### src/hw/rtl/cfp_pkg.sv
`default_nettype none

package cfp_pkg;

  // Record geometry of a champion file.
  localparam int NAME_BYTES    = 128;
  localparam int COMMENT_BYTES = 2048;
  localparam int CODE_LIMIT    = 1024;
  localparam int PAD_LEN       = 4;
  localparam int WORD_LEN      = 4;

  // Field widths.
  localparam int COUNT_W  = 12;
  localparam int OFFSET_W = 11;
  localparam int SIZE_W   = 11;
  localparam int WORD_W   = 32;

  // Configuration registers.
  localparam int CFG_INDEX_W = 1;
  localparam int CFG_DATA_W  = 32;
  localparam logic [CFG_INDEX_W-1:0] CFG_MAGIC    = 1'b0;
  localparam logic [CFG_INDEX_W-1:0] CFG_MAX_SIZE = 1'b1;
  localparam logic [WORD_W-1:0] MAGIC_RESET    = 32'd15369203;
  localparam logic [SIZE_W-1:0] MAX_SIZE_RESET = 11'd682;

  // Queue between the parser and the result formatter.
  localparam int QUEUE_DEPTH = 4;
  localparam int QUEUE_AW    = 2;
  localparam int QUEUE_CW    = 3;

  // Input item kinds.
  localparam logic KIND_BYTE = 1'b0;
  localparam logic KIND_EOF  = 1'b1;

  typedef enum logic [1:0] {
    RK_NAME    = 2'd0,
    RK_COMMENT = 2'd1,
    RK_CODE    = 2'd2,
    RK_STATUS  = 2'd3
  } rkind_t;

  typedef enum logic [3:0] {
    ST_OK            = 4'd0,
    ST_MAGIC         = 4'd1,
    ST_SHORT_MAGIC   = 4'd2,
    ST_SHORT_NAME    = 4'd3,
    ST_NAME_PAD      = 4'd4,
    ST_SHORT_SIZE    = 4'd5,
    ST_ZERO_SIZE     = 4'd6,
    ST_TOO_BIG       = 4'd7,
    ST_SHORT_COMMENT = 4'd8,
    ST_COMMENT_PAD   = 4'd9,
    ST_SHORT_CODE    = 4'd10,
    ST_TRAILING      = 4'd11
  } status_t;

  // Compact result record. For byte results arg is the offset and data the
  // byte; for a status arg is the code size and data holds {name_empty, status}.
  typedef struct packed {
    rkind_t              rk;
    logic [OFFSET_W-1:0] arg;
    logic [7:0]          data;
  } cmd_t;

endpackage

`default_nettype wire

### src/hw/rtl/cfp_item_if.sv
`default_nettype none

interface cfp_item_if;
  logic       valid;
  logic       ready;
  logic       kind;
  logic [7:0] data_byte;

  modport source (output valid, output kind, output data_byte, input ready);
  modport sink (input valid, input kind, input data_byte, output ready);
endinterface

`default_nettype wire

### src/hw/rtl/cfp_result_if.sv
`default_nettype none

interface cfp_result_if import cfp_pkg::*; ();
  logic                valid;
  logic                ready;
  logic [1:0]          result_kind;
  logic [OFFSET_W-1:0] offset;
  logic [7:0]          out_byte;
  logic [3:0]          status;
  logic                name_empty;
  logic [SIZE_W-1:0]   code_size;

  modport source (output valid, output result_kind, output offset, output out_byte,
                  output status, output name_empty, output code_size, input ready);
  modport sink (input valid, input result_kind, input offset, input out_byte,
                input status, input name_empty, input code_size, output ready);
endinterface

`default_nettype wire

### src/hw/rtl/champion_file_parser_top.sv
// Champion file parser: one byte or end-of-file transaction per cycle while the
// queue has room. An accepted transaction is written into the queue and then
// into the result register; the four-entry queue lets the parser keep accepting
// while the result register is stalled, until the queue fills.
// Reset (rst, synchronous) returns the parser to the magic field, empties the
// queue and loads the reset values of the magic word and size limit.
`default_nettype none

module champion_file_parser_top import cfp_pkg::*; (
  input  wire logic                   clk,
  input  wire logic                   rst,
  input  wire logic                   cfg_wen,
  input  wire logic [CFG_INDEX_W-1:0] cfg_index,
  input  wire logic [CFG_DATA_W-1:0]  cfg_data,
  cfp_item_if.sink                    items,
  cfp_result_if.source                results
);

  cmd_t push_data;
  cmd_t pop_data;
  logic push;
  logic pop;
  logic queue_full;
  logic queue_empty;

  // Parser: accepts and classifies bytes.
  cfp_front u_front (
    .clk        (clk),
    .rst        (rst),
    .cfg_wen    (cfg_wen),
    .cfg_index  (cfg_index),
    .cfg_data   (cfg_data),
    .items      (items),
    .queue_full (queue_full),
    .push       (push),
    .push_data  (push_data)
  );

  // Queue between parser and formatter.
  cfp_queue u_queue (
    .clk       (clk),
    .rst       (rst),
    .push      (push),
    .push_data (push_data),
    .full      (queue_full),
    .pop       (pop),
    .pop_data  (pop_data),
    .empty     (queue_empty)
  );

  // Formatter: drives the result register.
  cfp_back u_back (
    .clk         (clk),
    .rst         (rst),
    .pop_data    (pop_data),
    .queue_empty (queue_empty),
    .pop         (pop),
    .results     (results)
  );

endmodule

`default_nettype wire

### src/hw/rtl/cfp_queue.sv
`default_nettype none

module cfp_queue import cfp_pkg::*; (
  input  wire logic clk,
  input  wire logic rst,
  input  wire logic push,
  input  cmd_t      push_data,
  output logic      full,
  input  wire logic pop,
  output cmd_t      pop_data,
  output logic      empty
);

  cmd_t                entries [QUEUE_DEPTH];
  logic [QUEUE_AW-1:0] wr_ptr;
  logic [QUEUE_AW-1:0] rd_ptr;
  logic [QUEUE_CW-1:0] count;

  assign full     = (count == QUEUE_CW'(QUEUE_DEPTH));
  assign empty    = (count == '0);
  assign pop_data = entries[rd_ptr];

  // Storage writes need no reset.
  always_ff @(posedge clk) begin
    if (push) begin
      entries[wr_ptr] <= push_data;
    end
  end

  // Pointers and fill level.
  always_ff @(posedge clk) begin
    if (rst) begin
      wr_ptr <= '0;
      rd_ptr <= '0;
      count  <= '0;
    end else begin
      if (push) begin
        wr_ptr <= wr_ptr + 1'b1;
      end
      if (pop) begin
        rd_ptr <= rd_ptr + 1'b1;
      end
      if (push && !pop) begin
        count <= count + 1'b1;
      end else if (pop && !push) begin
        count <= count - 1'b1;
      end
    end
  end

endmodule

`default_nettype wire

### src/hw/rtl/cfp_front.sv
`default_nettype none

module cfp_front import cfp_pkg::*; (
  input  wire logic                   clk,
  input  wire logic                   rst,
  input  wire logic                   cfg_wen,
  input  wire logic [CFG_INDEX_W-1:0] cfg_index,
  input  wire logic [CFG_DATA_W-1:0]  cfg_data,
  cfp_item_if.sink                    items,
  input  wire logic                   queue_full,
  output logic                        push,
  output cmd_t                        push_data
);

  typedef enum logic [2:0] {
    PH_MAGIC   = 3'd0,
    PH_NAME    = 3'd1,
    PH_NPAD    = 3'd2,
    PH_SIZE    = 3'd3,
    PH_COMMENT = 3'd4,
    PH_CPAD    = 3'd5,
    PH_CODE    = 3'd6,
    PH_DONE    = 3'd7
  } phase_t;

  logic [WORD_W-1:0]  magic_value;
  logic [SIZE_W-1:0]  max_code_size;

  phase_t             phase, phase_next;
  logic [COUNT_W-1:0] byte_count, byte_count_next;
  logic [WORD_W-1:0]  word_accum, word_accum_next;
  logic [WORD_W-1:0]  declared_size, declared_size_next;
  logic               empty_name_flag, empty_name_flag_next;
  logic               error_seen, error_seen_next;

  logic               accept;
  logic               emit;
  cmd_t               cmd;
  logic [COUNT_W-1:0] count_inc;
  logic [WORD_W-1:0]  accum_shift;
  logic [WORD_W-1:0]  size_limit;
  logic [7:0]         b;

  assign items.ready = !queue_full && !rst;
  assign accept      = items.valid && items.ready;
  assign push        = accept && emit;
  assign push_data   = cmd;

  assign b           = items.data_byte;
  assign count_inc   = byte_count + 1'b1;
  assign accum_shift = {word_accum[WORD_W-9:0], b};
  assign size_limit  = (max_code_size < SIZE_W'(CODE_LIMIT)) ?
                       WORD_W'(max_code_size) : WORD_W'(CODE_LIMIT);

  // Classify the item against the current field of the file.
  always_comb begin
    phase_next           = phase;
    byte_count_next      = byte_count;
    word_accum_next      = word_accum;
    declared_size_next   = declared_size;
    empty_name_flag_next = empty_name_flag;
    error_seen_next      = error_seen;
    emit                 = 1'b0;
    cmd                  = '{rk: RK_STATUS, arg: '0, data: '0};

    if (items.kind == KIND_EOF) begin
      // End of file reports once and then restarts for the next file.
      if (!error_seen) begin
        emit = 1'b1;
        unique case (phase)
          PH_MAGIC:   cmd.data = {4'd0, ST_SHORT_MAGIC};
          PH_NAME:    cmd.data = {4'd0, ST_SHORT_NAME};
          PH_NPAD:    cmd.data = {4'd0, ST_NAME_PAD};
          PH_SIZE:    cmd.data = {4'd0, ST_SHORT_SIZE};
          PH_COMMENT: cmd.data = {4'd0, ST_SHORT_COMMENT};
          PH_CPAD:    cmd.data = {4'd0, ST_COMMENT_PAD};
          PH_CODE:    cmd.data = {4'd0, ST_SHORT_CODE};
          PH_DONE: begin
            cmd.data = {3'd0, empty_name_flag, ST_OK};
            cmd.arg  = declared_size[OFFSET_W-1:0];
          end
        endcase
      end
      phase_next           = PH_MAGIC;
      byte_count_next      = '0;
      word_accum_next      = '0;
      declared_size_next   = '0;
      empty_name_flag_next = 1'b0;
      error_seen_next      = 1'b0;
    end else if (!error_seen) begin
      unique case (phase)
        PH_MAGIC: begin
          word_accum_next = accum_shift;
          byte_count_next = count_inc;
          if (count_inc >= COUNT_W'(WORD_LEN)) begin
            if (accum_shift != magic_value) begin
              emit            = 1'b1;
              cmd.data        = {4'd0, ST_MAGIC};
              error_seen_next = 1'b1;
            end else begin
              phase_next      = PH_NAME;
              byte_count_next = '0;
            end
          end
        end
        PH_NAME: begin
          emit     = 1'b1;
          cmd.rk   = RK_NAME;
          cmd.arg  = byte_count[OFFSET_W-1:0];
          cmd.data = b;
          if (byte_count == '0) begin
            empty_name_flag_next = (b == 8'd0);
          end
          byte_count_next = count_inc;
          if (count_inc >= COUNT_W'(NAME_BYTES)) begin
            phase_next      = PH_NPAD;
            byte_count_next = '0;
          end
        end
        PH_NPAD: begin
          if (b != 8'd0) begin
            emit            = 1'b1;
            cmd.data        = {4'd0, ST_NAME_PAD};
            error_seen_next = 1'b1;
          end else begin
            byte_count_next = count_inc;
            if (count_inc >= COUNT_W'(PAD_LEN)) begin
              phase_next      = PH_SIZE;
              byte_count_next = '0;
              word_accum_next = '0;
            end
          end
        end
        PH_SIZE: begin
          word_accum_next = accum_shift;
          byte_count_next = count_inc;
          if (count_inc >= COUNT_W'(WORD_LEN)) begin
            declared_size_next = accum_shift;
            if (accum_shift == '0) begin
              emit            = 1'b1;
              cmd.data        = {4'd0, ST_ZERO_SIZE};
              error_seen_next = 1'b1;
            end else begin
              phase_next      = PH_COMMENT;
              byte_count_next = '0;
            end
          end
        end
        PH_COMMENT: begin
          emit            = 1'b1;
          cmd.rk          = RK_COMMENT;
          cmd.arg         = byte_count[OFFSET_W-1:0];
          cmd.data        = b;
          byte_count_next = count_inc;
          if (count_inc >= COUNT_W'(COMMENT_BYTES)) begin
            phase_next      = PH_CPAD;
            byte_count_next = '0;
          end
        end
        PH_CPAD: begin
          if (b != 8'd0) begin
            emit            = 1'b1;
            cmd.data        = {4'd0, ST_COMMENT_PAD};
            error_seen_next = 1'b1;
          end else begin
            byte_count_next = count_inc;
            if (count_inc >= COUNT_W'(PAD_LEN)) begin
              // The size limit is checked once the comment pad is complete.
              if (declared_size > size_limit) begin
                emit            = 1'b1;
                cmd.data        = {4'd0, ST_TOO_BIG};
                error_seen_next = 1'b1;
              end else begin
                phase_next      = PH_CODE;
                byte_count_next = '0;
              end
            end
          end
        end
        PH_CODE: begin
          emit            = 1'b1;
          cmd.rk          = RK_CODE;
          cmd.arg         = byte_count[OFFSET_W-1:0];
          cmd.data        = b;
          byte_count_next = count_inc;
          if (WORD_W'(count_inc) >= declared_size) begin
            phase_next      = PH_DONE;
            byte_count_next = '0;
          end
        end
        PH_DONE: begin
          emit            = 1'b1;
          cmd.data        = {4'd0, ST_TRAILING};
          error_seen_next = 1'b1;
        end
      endcase
    end
  end

  // Configuration registers.
  always_ff @(posedge clk) begin
    if (rst) begin
      magic_value   <= MAGIC_RESET;
      max_code_size <= MAX_SIZE_RESET;
    end else if (cfg_wen) begin
      if (cfg_index == CFG_MAGIC) begin
        magic_value <= cfg_data;
      end else if (cfg_index == CFG_MAX_SIZE) begin
        max_code_size <= cfg_data[SIZE_W-1:0];
      end
    end
  end

  // Parser state advances on every accepted transaction.
  always_ff @(posedge clk) begin
    if (rst) begin
      phase           <= PH_MAGIC;
      byte_count      <= '0;
      word_accum      <= '0;
      declared_size   <= '0;
      empty_name_flag <= 1'b0;
      error_seen      <= 1'b0;
    end else if (accept) begin
      phase           <= phase_next;
      byte_count      <= byte_count_next;
      word_accum      <= word_accum_next;
      declared_size   <= declared_size_next;
      empty_name_flag <= empty_name_flag_next;
      error_seen      <= error_seen_next;
    end
  end

endmodule

`default_nettype wire

### src/hw/rtl/cfp_back.sv
`default_nettype none

module cfp_back import cfp_pkg::*; (
  input  wire logic clk,
  input  wire logic rst,
  input  cmd_t      pop_data,
  input  wire logic queue_empty,
  output logic      pop,
  cfp_result_if.source results
);

  logic                out_valid;
  rkind_t              out_kind;
  logic [OFFSET_W-1:0] out_offset;
  logic [7:0]          out_data;
  status_t             out_status;
  logic                out_empty;
  logic [SIZE_W-1:0]   out_size;

  assign pop = !queue_empty && (!out_valid || results.ready);

  assign results.valid       = out_valid;
  assign results.result_kind = out_kind;
  assign results.offset      = out_offset;
  assign results.out_byte    = out_data;
  assign results.status      = out_status;
  assign results.name_empty  = out_empty;
  assign results.code_size   = out_size;

  // Output valid flag.
  always_ff @(posedge clk) begin
    if (rst) begin
      out_valid <= 1'b0;
    end else if (pop) begin
      out_valid <= 1'b1;
    end else if (results.ready) begin
      out_valid <= 1'b0;
    end
  end

  // Unpack the queued record into the result fields, zeroing unused ones.
  always_ff @(posedge clk) begin
    if (pop) begin
      out_kind <= pop_data.rk;
      if (pop_data.rk == RK_STATUS) begin
        out_offset <= '0;
        out_data   <= '0;
        out_status <= status_t'(pop_data.data[3:0]);
        out_empty  <= pop_data.data[4];
        out_size   <= pop_data.arg;
      end else begin
        out_offset <= pop_data.arg;
        out_data   <= pop_data.data;
        out_status <= ST_OK;
        out_empty  <= 1'b0;
        out_size   <= '0;
      end
    end
  end

endmodule

`default_nettype wire
### src/flat_wrapper.sv
// flat-port wrapper written by rule: the top's interface ports become plain ports
module champion_file_parser_top_flat import cfp_pkg::*;
  (clk, rst, cfg_wen, cfg_index, cfg_data, items_valid, items_kind, items_data_byte, items_ready, results_valid, results_result_kind, results_offset, results_out_byte, results_status, results_name_empty, results_code_size, results_ready);
  cfp_item_if items_i ();
  cfp_result_if results_i ();
  input  wire logic clk;
  input  wire logic rst;
  input  wire logic cfg_wen;
  input  wire logic [CFG_INDEX_W-1:0] cfg_index;
  input  wire logic [CFG_DATA_W-1:0] cfg_data;
  input wire logic [$bits(items_i.valid)-1:0] items_valid;
  input wire logic [$bits(items_i.kind)-1:0] items_kind;
  input wire logic [$bits(items_i.data_byte)-1:0] items_data_byte;
  output wire logic [$bits(items_i.ready)-1:0] items_ready;
  output wire logic [$bits(results_i.valid)-1:0] results_valid;
  output wire logic [$bits(results_i.result_kind)-1:0] results_result_kind;
  output wire logic [$bits(results_i.offset)-1:0] results_offset;
  output wire logic [$bits(results_i.out_byte)-1:0] results_out_byte;
  output wire logic [$bits(results_i.status)-1:0] results_status;
  output wire logic [$bits(results_i.name_empty)-1:0] results_name_empty;
  output wire logic [$bits(results_i.code_size)-1:0] results_code_size;
  input wire logic [$bits(results_i.ready)-1:0] results_ready;
  assign items_i.valid = items_valid;
  assign items_i.kind = items_kind;
  assign items_i.data_byte = items_data_byte;
  assign items_ready = items_i.ready;
  assign results_valid = results_i.valid;
  assign results_result_kind = results_i.result_kind;
  assign results_offset = results_i.offset;
  assign results_out_byte = results_i.out_byte;
  assign results_status = results_i.status;
  assign results_name_empty = results_i.name_empty;
  assign results_code_size = results_i.code_size;
  assign results_i.ready = results_ready;
  champion_file_parser_top u_core (.clk(clk), .rst(rst), .cfg_wen(cfg_wen), .cfg_index(cfg_index), .cfg_data(cfg_data), .items(items_i), .results(results_i));
endmodule
### config.mk
export PLATFORM = sky130hd
export DESIGN_NAME = champion_file_parser_top_flat
export DESIGN_NICKNAME = d
export VERILOG_FILES = /design/src/hw/rtl/cfp_pkg.sv /design/src/hw/rtl/cfp_item_if.sv /design/src/hw/rtl/cfp_result_if.sv /design/src/hw/rtl/champion_file_parser_top.sv /design/src/hw/rtl/cfp_queue.sv /design/src/hw/rtl/cfp_front.sv /design/src/hw/rtl/cfp_back.sv /design/src/flat_wrapper.sv
export SDC_FILE = /design/constraint.sdc
export NUM_CORES = 1
export LEC_CHECK = 0
export BUFFER_PORTS_ARGS = -buffer_cell sky130_fd_sc_hd__buf_4
export CORE_MARGIN = 2
export CORE_UTILIZATION = 50
export CTS_BUF_LIST = sky130_fd_sc_hd__clkbuf_8
export CTS_CLUSTER_SIZE = 28
export DETAILED_ROUTE_END_ITERATION = 10
export PLACE_DENSITY = 0.66
export SYNTH_ARGS = -nofsm -noshare
export SYNTH_HDL_FRONTEND = slang
export SYNTH_SLANG_ARGS = --single-unit
export TNS_END_PERCENT = 100
### constraint.sdc
create_clock -name clk -period 5.05 [get_ports clk]
set_input_delay 0.2525 -clock clk [delete_from_list [all_inputs] [get_ports clk]]
set_output_delay 0.2525 -clock clk [all_outputs]
set_load 0.005 [all_outputs]
; Word level (Yosys, flattened, before mapping)
; Memory sizes are Yosys's and may differ from the RTL's. A register that Yosys moved wholly into a read port is not among the register bits.
; Index checks and enable logic that the tools add are counted.
; W data, S select, Z words.
[op_classes]
n_eq_ne = 23
bitwise = 1
reduce_logical = 37
order_cmp = 6
add_sub_neg = 5
mux = 83
[ops]
columns = operator, count
row1 = $mux W12, 14
row2 = $mux W32, 4
row3 = $mux W24, 4
row4 = $pmux W12 S7, 1
row5 = $pmux W8 S8, 1
row6 = $mux W3, 21
row7 = $pmux W24 S2, 1
row8 = $pmux W8 S6, 1
row9 = $pmux W13 S3, 1
row10 = $mux W19, 2
row11 = $ne A3 B3 Y1 const B, 12
row12 = $ge A12 B32 Y1, 1
row13 = $gt A32 B11 Y1, 1
row14 = $logic_not A32 Y1, 1
row15 = $ne A32 B32 Y1, 1
row16 = $mux W1, 23
row17 = $mux W11, 2
row18 = $mux W21, 1
row19 = $pmux W3 S7, 1
row20 = $reduce_bool A8 Y1, 2
row21 = $eq A3 B3 Y1 const B, 5
row22 = $reduce_and A15 Y1, 1
row23 = $add A12 B1 Y12 const B, 1
row24 = $ge A12 B12 Y1 const B, 1
row25 = other kinds (28), 52
[word_totals]
in_bits = 47
wordCells = 174
mem_bits_rw = 84
mem_count = 1
output_inout_bits = 39
register_bits = 161
[mem_list]
columns = memory, words, word_bits, read_ports, rd_ports_with_merged_regs, write_ports, line_no
row1 = u_core.u_queue.entries, 4, 21, 1, 1, 1, cfp_queue.sv:14  ; cmd_t entries [QUEUE_DEPTH];

; Logic depth before layout (Yosys ltp)
[depth]
depth_word = 14
mapped_depth = 15
ltp_nobuf = 15

; By module
; A second synthesis with hierarchy kept.
[unflattened]
hier_cells = 1036
hier_area_um2 = 11189.5
[by_module_without_submodules]
columns = mod, area_per_inst_um2, seq_area_each_um2, cells_per_inst, n_inst
row1 = cfp_front, 6316.1, 2322.2, 803, 1
row2 = cfp_queue, 3460.8, 2702.6, 153, 1
row3 = cfp_back, 1412.6, 1131.1, 80, 1

; Worst setup path after synthesis
; No wires, ideal clock.
[synth_path]
path_type = flip-flop to flip-flop
start = reg u_core.u_queue.count[0]
end = reg u_core.u_queue.count[2]
arrival_ps = 3598
setup_ps = 71
stages_incl_launch_ff = 10
setup_slack_ps = 1382
required_ps = 4979
synth_period_minus_slack_ps = 3668
n_path_buf = 0
cell_sequence = dfxtp_1 nor3_1 a21oi_1 inv_1 ha_1 inv_1 fa_1 xor2_1 or3_1 a21oi_1
[synth_between]
word_cells_on_any_way = 17
cone_classes = add/sub (2) / eq/ne (1) / mux (2) / reduce/logical (12)
[synth_rtl]
columns = item, line_no
row1 = "start, declared", cfp_queue.sv:17  ; logic [QUEUE_CW-1:0] count;
row2 = "start signal, assigned", cfp_queue.sv:44  ; count <= count + 1'b1;
row3 = "start signal, assigned", cfp_queue.sv:46  ; count <= count - 1'b1;
row4 = $logic_not A3 Y1 *, cfp_queue.sv:20  ; assign empty = (count == '0);
row5 = $logic_not A1 Y1 *, cfp_back.sv:20  ; assign pop = !queue_empty && (!out_valid || results.ready);
row6 = $logic_and A1 B1 Y1 *, cfp_back.sv:20
row7 = net u_core.pop, champion_file_parser_top.sv:22  ; logic pop;
row8 = $logic_not A1 Y1, cfp_queue.sv:43  ; if (push && !pop) begin
row9 = $logic_and A1 B1 Y1, cfp_queue.sv:43
row10 = $mux W3 / $reduce_bool A2 Y1 (equally long branches), -
; Mark *: on every way through the listed nets, which the timed path passes. The rest lies on a longest branch. The select of a mux whose other input is x is not followed.
; A chain may end at the register's enable or synchronous reset.

; Worst setup path in the final report
[layout_path]
start = reg u_core.u_front.byte_count[0]
end = reg u_core.u_front.byte_count[3]
[layout_between]
elab_chain_len = 7
word_cells_on_any_way = 20
cone_classes = add/sub (1) / order compare (4) / mux (15)
[layout_lines]
columns = item, line_no
row1 = "start, declared", cfp_front.sv:30  ; logic [COUNT_W-1:0] byte_count, byte_count_next;
row2 = "start signal, assigned", cfp_front.sv:225  ; byte_count <= byte_count_next;
row3 = $add A12 B1 Y12 *, cfp_front.sv:50  ; assign count_inc = byte_count + 1'b1;
row4 = branches (longest 3 deep; another with $ge A12 B32 Y1), -
row5 = $pmux W12 S7 *, cfp_front.sv:91  ; unique case (phase)
row6 = $mux W12 *, cfp_front.sv:90  ; end else if (!error_seen) begin
row7 = $mux W12 *, cfp_front.sv:66  ; if (items.kind == KIND_EOF) begin
; Mark *: on every way between the ends. The select of a mux whose other input is x is not followed.

==> summary.txt <==
Run status
  • Status: finished, final reports clean

Worst setup path
  • CP arrival: approximately 4500 ps
  • Slowest-stage cell, CP: or4_1
  • CP endpoint kind: flop
  • CP startpoint: u_core.u_front.byte_count[0]
  • CP bufs+invs: 0
  • CP peak stage delay: between 600 and 700 ps
  • Crit path to: u_core.u_front.byte_count[3]
  • Reg2reg setup slack: 980 ps
  • FF-to-FF path depth: 12
  • CP max FO: 13
  • Crit path depth: 12
  • Critical Path RT: approximately 5400 ps
  • Critical path's top delay family: simple AND/OR/NAND/NOR gates
  • Crit-path cells: ha_1 -> nand3_1 -> or4_1 -> xnor2_1 -> ha_1 -> nor2b_1 -> o21ai_0 -> o211ai_1 -> nand2_1 -> or4_1 -> nor2_2 -> o21ai_0
  • Worst setup path class: flop to flop
  • Worst r2r dst: u_core.u_front.byte_count[3]
  • Reg2Reg Launch Point: u_core.u_front.byte_count[0]
  • CP Launch Type: flop

Drt
  • WL/cell: between 15 and 20 um
  • Via/cell ratio: roughly 5.7
  • Vias: roughly 8000
  • Routed Antenna Nets: 0
  • First-pass DRT Iterations: 5
  • Final wirelength: 26200 um
  • DR iter-0 viols: 736
  • Drt drc: 0

Timing
  • Relative slew slack: a little over a fifth
  • RSZ-0062 raised after global routing: no
  • Peak Freq: ~250 MHz
  • Final hold violations: 0
  • Worst slew pin tran: 1170 ps
  • Pins over their slew limit: 0
  • Final Cycle Share: around four fifths
  • Final Skew: around 20 ps
  • Endpoints failing setup: 0
  • Final Critical Period: about 4100 ps
  • Setup TNS Final: 0 ps

Synthesis
  • Post-Syn Instances: between 1000 and 1500
  • Sequential area share after synthesis: between 50% and 60%
  • Syn_area_per_cell: roughly 11 sq um
  • Yosys warns: 0
  • EDFF count, synth: ~120
  • Post-Synthesis Cell Area: between 10000 and 15000 sq um
  • Distinct cells, synth: between 50 and 60
  • Synth Register Bits: 247
  • Asr flop ratio synth: 0%
  • Syn Nets: between 1000 and 1500
  • Top_reg_cell synth: dfxtp_1

GRT
  • Grt ovf: 0
  • Gr usage total: between 20% and 30%
  • Global-route wire length before repair: about 42000 um
  • Initial antenna violation count: 0
  • Vias in the first global route: about 7800
  • Pin count of the biggest net entering global routing: between 60 and 70

Pwr
  • Pwr Density: 386 nW/um^2
  • Leakage: a little over 5 nW
  • VDD IR-drop max: about 0.17 mV

Min path
  • Hold WC Path Type: primary input to flop

Cells and area
  • Ant. Diodes: 0
  • Layout area overhead: 17.7%
  • Finished Core Util: a little under 60%
  • Final #Nets: 1202
  • Layout cells sized above 1: ~16%
  • Filler Cells Inserted: 1835

Floorplan
  • Io pins: 86
  • Die Width: about 150 um
  • Total core area: 21700 sq um
  • Die height: about 150 um
  • Die ar.: approximately 23000 sq um
  • Initial core utilization: 50.6%
  • Row count: 54

Clocking
  • CTS resizes: 0
  • CTS Buf Count: 40
  • Clk slew on worst S/H paths: 60 ps
  • H-tree levels: 2
  • Max clock buf depth: 3
  • CTS sink cnt: about 250
  • Worst-Skew Late Latency: between 500 and 600 ps
  • CTS tree: yes
  • Root buffer cell: clkbuf_8

Place
  • Port bufs: between 80 and 90
  • Global placement routability congestion: a little over 0.9
  • Post-DP HPWL: approximately 17000 um

Flow run
  • Max-cap violations: 0
## kinds of logic after synthesis
group           synth area share [%]
xor+xnor                        4.15
buf+inv                         3.17
compound gates                  10.8
mux                             4.58
flops                           56.0
simple gates                    17.7
fa+ha+maj                       3.60
## stage by stage
step | cell area, sq um | power (W) | hold slack (ps) | instances | setup WS, ps
after floorplan | 11000 | 0.00305 | 376 | 1011 | 1380
after global placement | 11800 | 0.00343 | 442 | 1325 | 1150
after detailed placement | 11800 | 0.00345 | 444 | 1325 | 1050
after CTS | 12900 | 0.00505 | 0.919 | 1433 | 1050
after global routing | 12900 | 0.00525 | 9.49 | 1433 | 649
final | 12900 | 0.00499 | 23.8 | 1433 | 982
## placed cells by master, fill, tap and decap left out, types with 5 or more instances in the layout
cell type,Yosys,layout
nand2b_1,27,27
xnor2_1,11,11
a22o_1,32,32
nor2b_1,7,6
dlygate4sd3_1,0,37
or4_1,5,5
and2_1,27,27
nand3_1,56,56
and3_1,20,20
nor2_1,44,44
clkinv_1,4,8
mux4_2,21,21
clkbuf_8,0,45
dfxtp_1,126,126
a21oi_1,70,68
a22oi_1,13,13
xor2_1,41,41
nand2_1,139,139
edfxtp_1,121,121
nand4_1,13,13
o21ai_0,19,19
inv_1,26,42
nor4_1,25,24
a211oi_1,15,15
nor3_1,10,9
buf_4,0,93
ha_1,30,30
## sequential cells by signal, indices dropped and copies added (netlist names), 2 cells and up, named ones only
register and flops:
u_core.u_queue.wr_ptr 2, u_core.u_back.results.out_byte 8, u_core.u_queue.entries 84, u_core.u_front.word_accum 24, u_core.u_queue.count 3, u_core.u_front.phase 3
u_core.u_front.max_code_size 11, u_core.u_front.declared_size 32, u_core.u_back.results.status 4, u_core.u_front.byte_count 12, u_core.u_back.results.code_size 11, u_core.u_back.results.result_kind 2
u_core.u_back.results.offset 11, u_core.u_front.magic_value 32, u_core.u_queue.rd_ptr 2
## worst min-delay path, stage by stage
cell and delay [ps]:
buf_4 80, inv_1 60, nand2_1 70, a21oi_1 50
## timing repair
action / in CTS / in global routing
setup buffers: 0 / 0
endpoints found under the setup margin: 0 / 0
endpoints found under the hold margin: 47 / 0
hold buffers: 37 / 0
## layout make-up
| type | instances | area (sq um) | area share, % |
|---|---|---|---|
| Timing Repair Buffer | 130 | 1070 | 8.26 |
| Inverter | 30 | 113 | 0.871 |
| Clock buffer | 45 | 619 | 4.79 |
| Clock inverter | 26 | 111 | 0.861 |
| Multi-Input combinational cell | 675 | 4510 | 34.9 |
| Tap cell | 280 | 350 | 2.71 |
| Sequential cell | 247 | 6160 | 47.6 |
## synth_stat cells (all sizes together), types with 26 or more instances
library cell,instances,area (sq um)
a21oi,70,350
a22o,32,280
and2,28,178
clkbuf,43,161
dfxtp,126,2520
edfxtp,121,3630
ha,30,375
inv,26,97.6
nand2,139,522
nand2b,27,169
nand3,56,280
nor2,45,171
nor4,27,190
xor2,41,359
## per-layer routing
layer | vias to the layer above | share of wire [%] | track usage, %
met5 | - | 0 | 0
met4 | 0 | 2.6 | 7.48
met3 | 58 | 6.9 | 3.90
met2 | 312 | 46 | 35.6
met1 | 3844 | 45 | 32.3
li1 | 3908 | - | -
## how the worst min path moves through the flow
stage	startpoint	to	depth (start not counted)
final	results_ready	u_core.u_back.results.valid	4
after global routing	items_data_byte[3]	u_core.u_front.declared_size[3]	2
after CTS	items_data_byte[3]	u_core.u_front.declared_size[3]	2
after detailed placement	u_core.u_front.max_code_size[0]	u_core.u_front.max_code_size[0]	2
after global placement	u_core.u_front.max_code_size[0]	u_core.u_front.max_code_size[0]	2
after floorplan	cfg_data[0]	u_core.u_front.magic_value[0]	2
## power by group
group	leakage, nW	switching, W	internal [W]
clock	0.435	0.000759	0.000816
combinational	2.42	0.000460	0.000482
sequential	2.18	0.0000817	0.00239
Note: power is estimated with default switching activity, not from simulation.
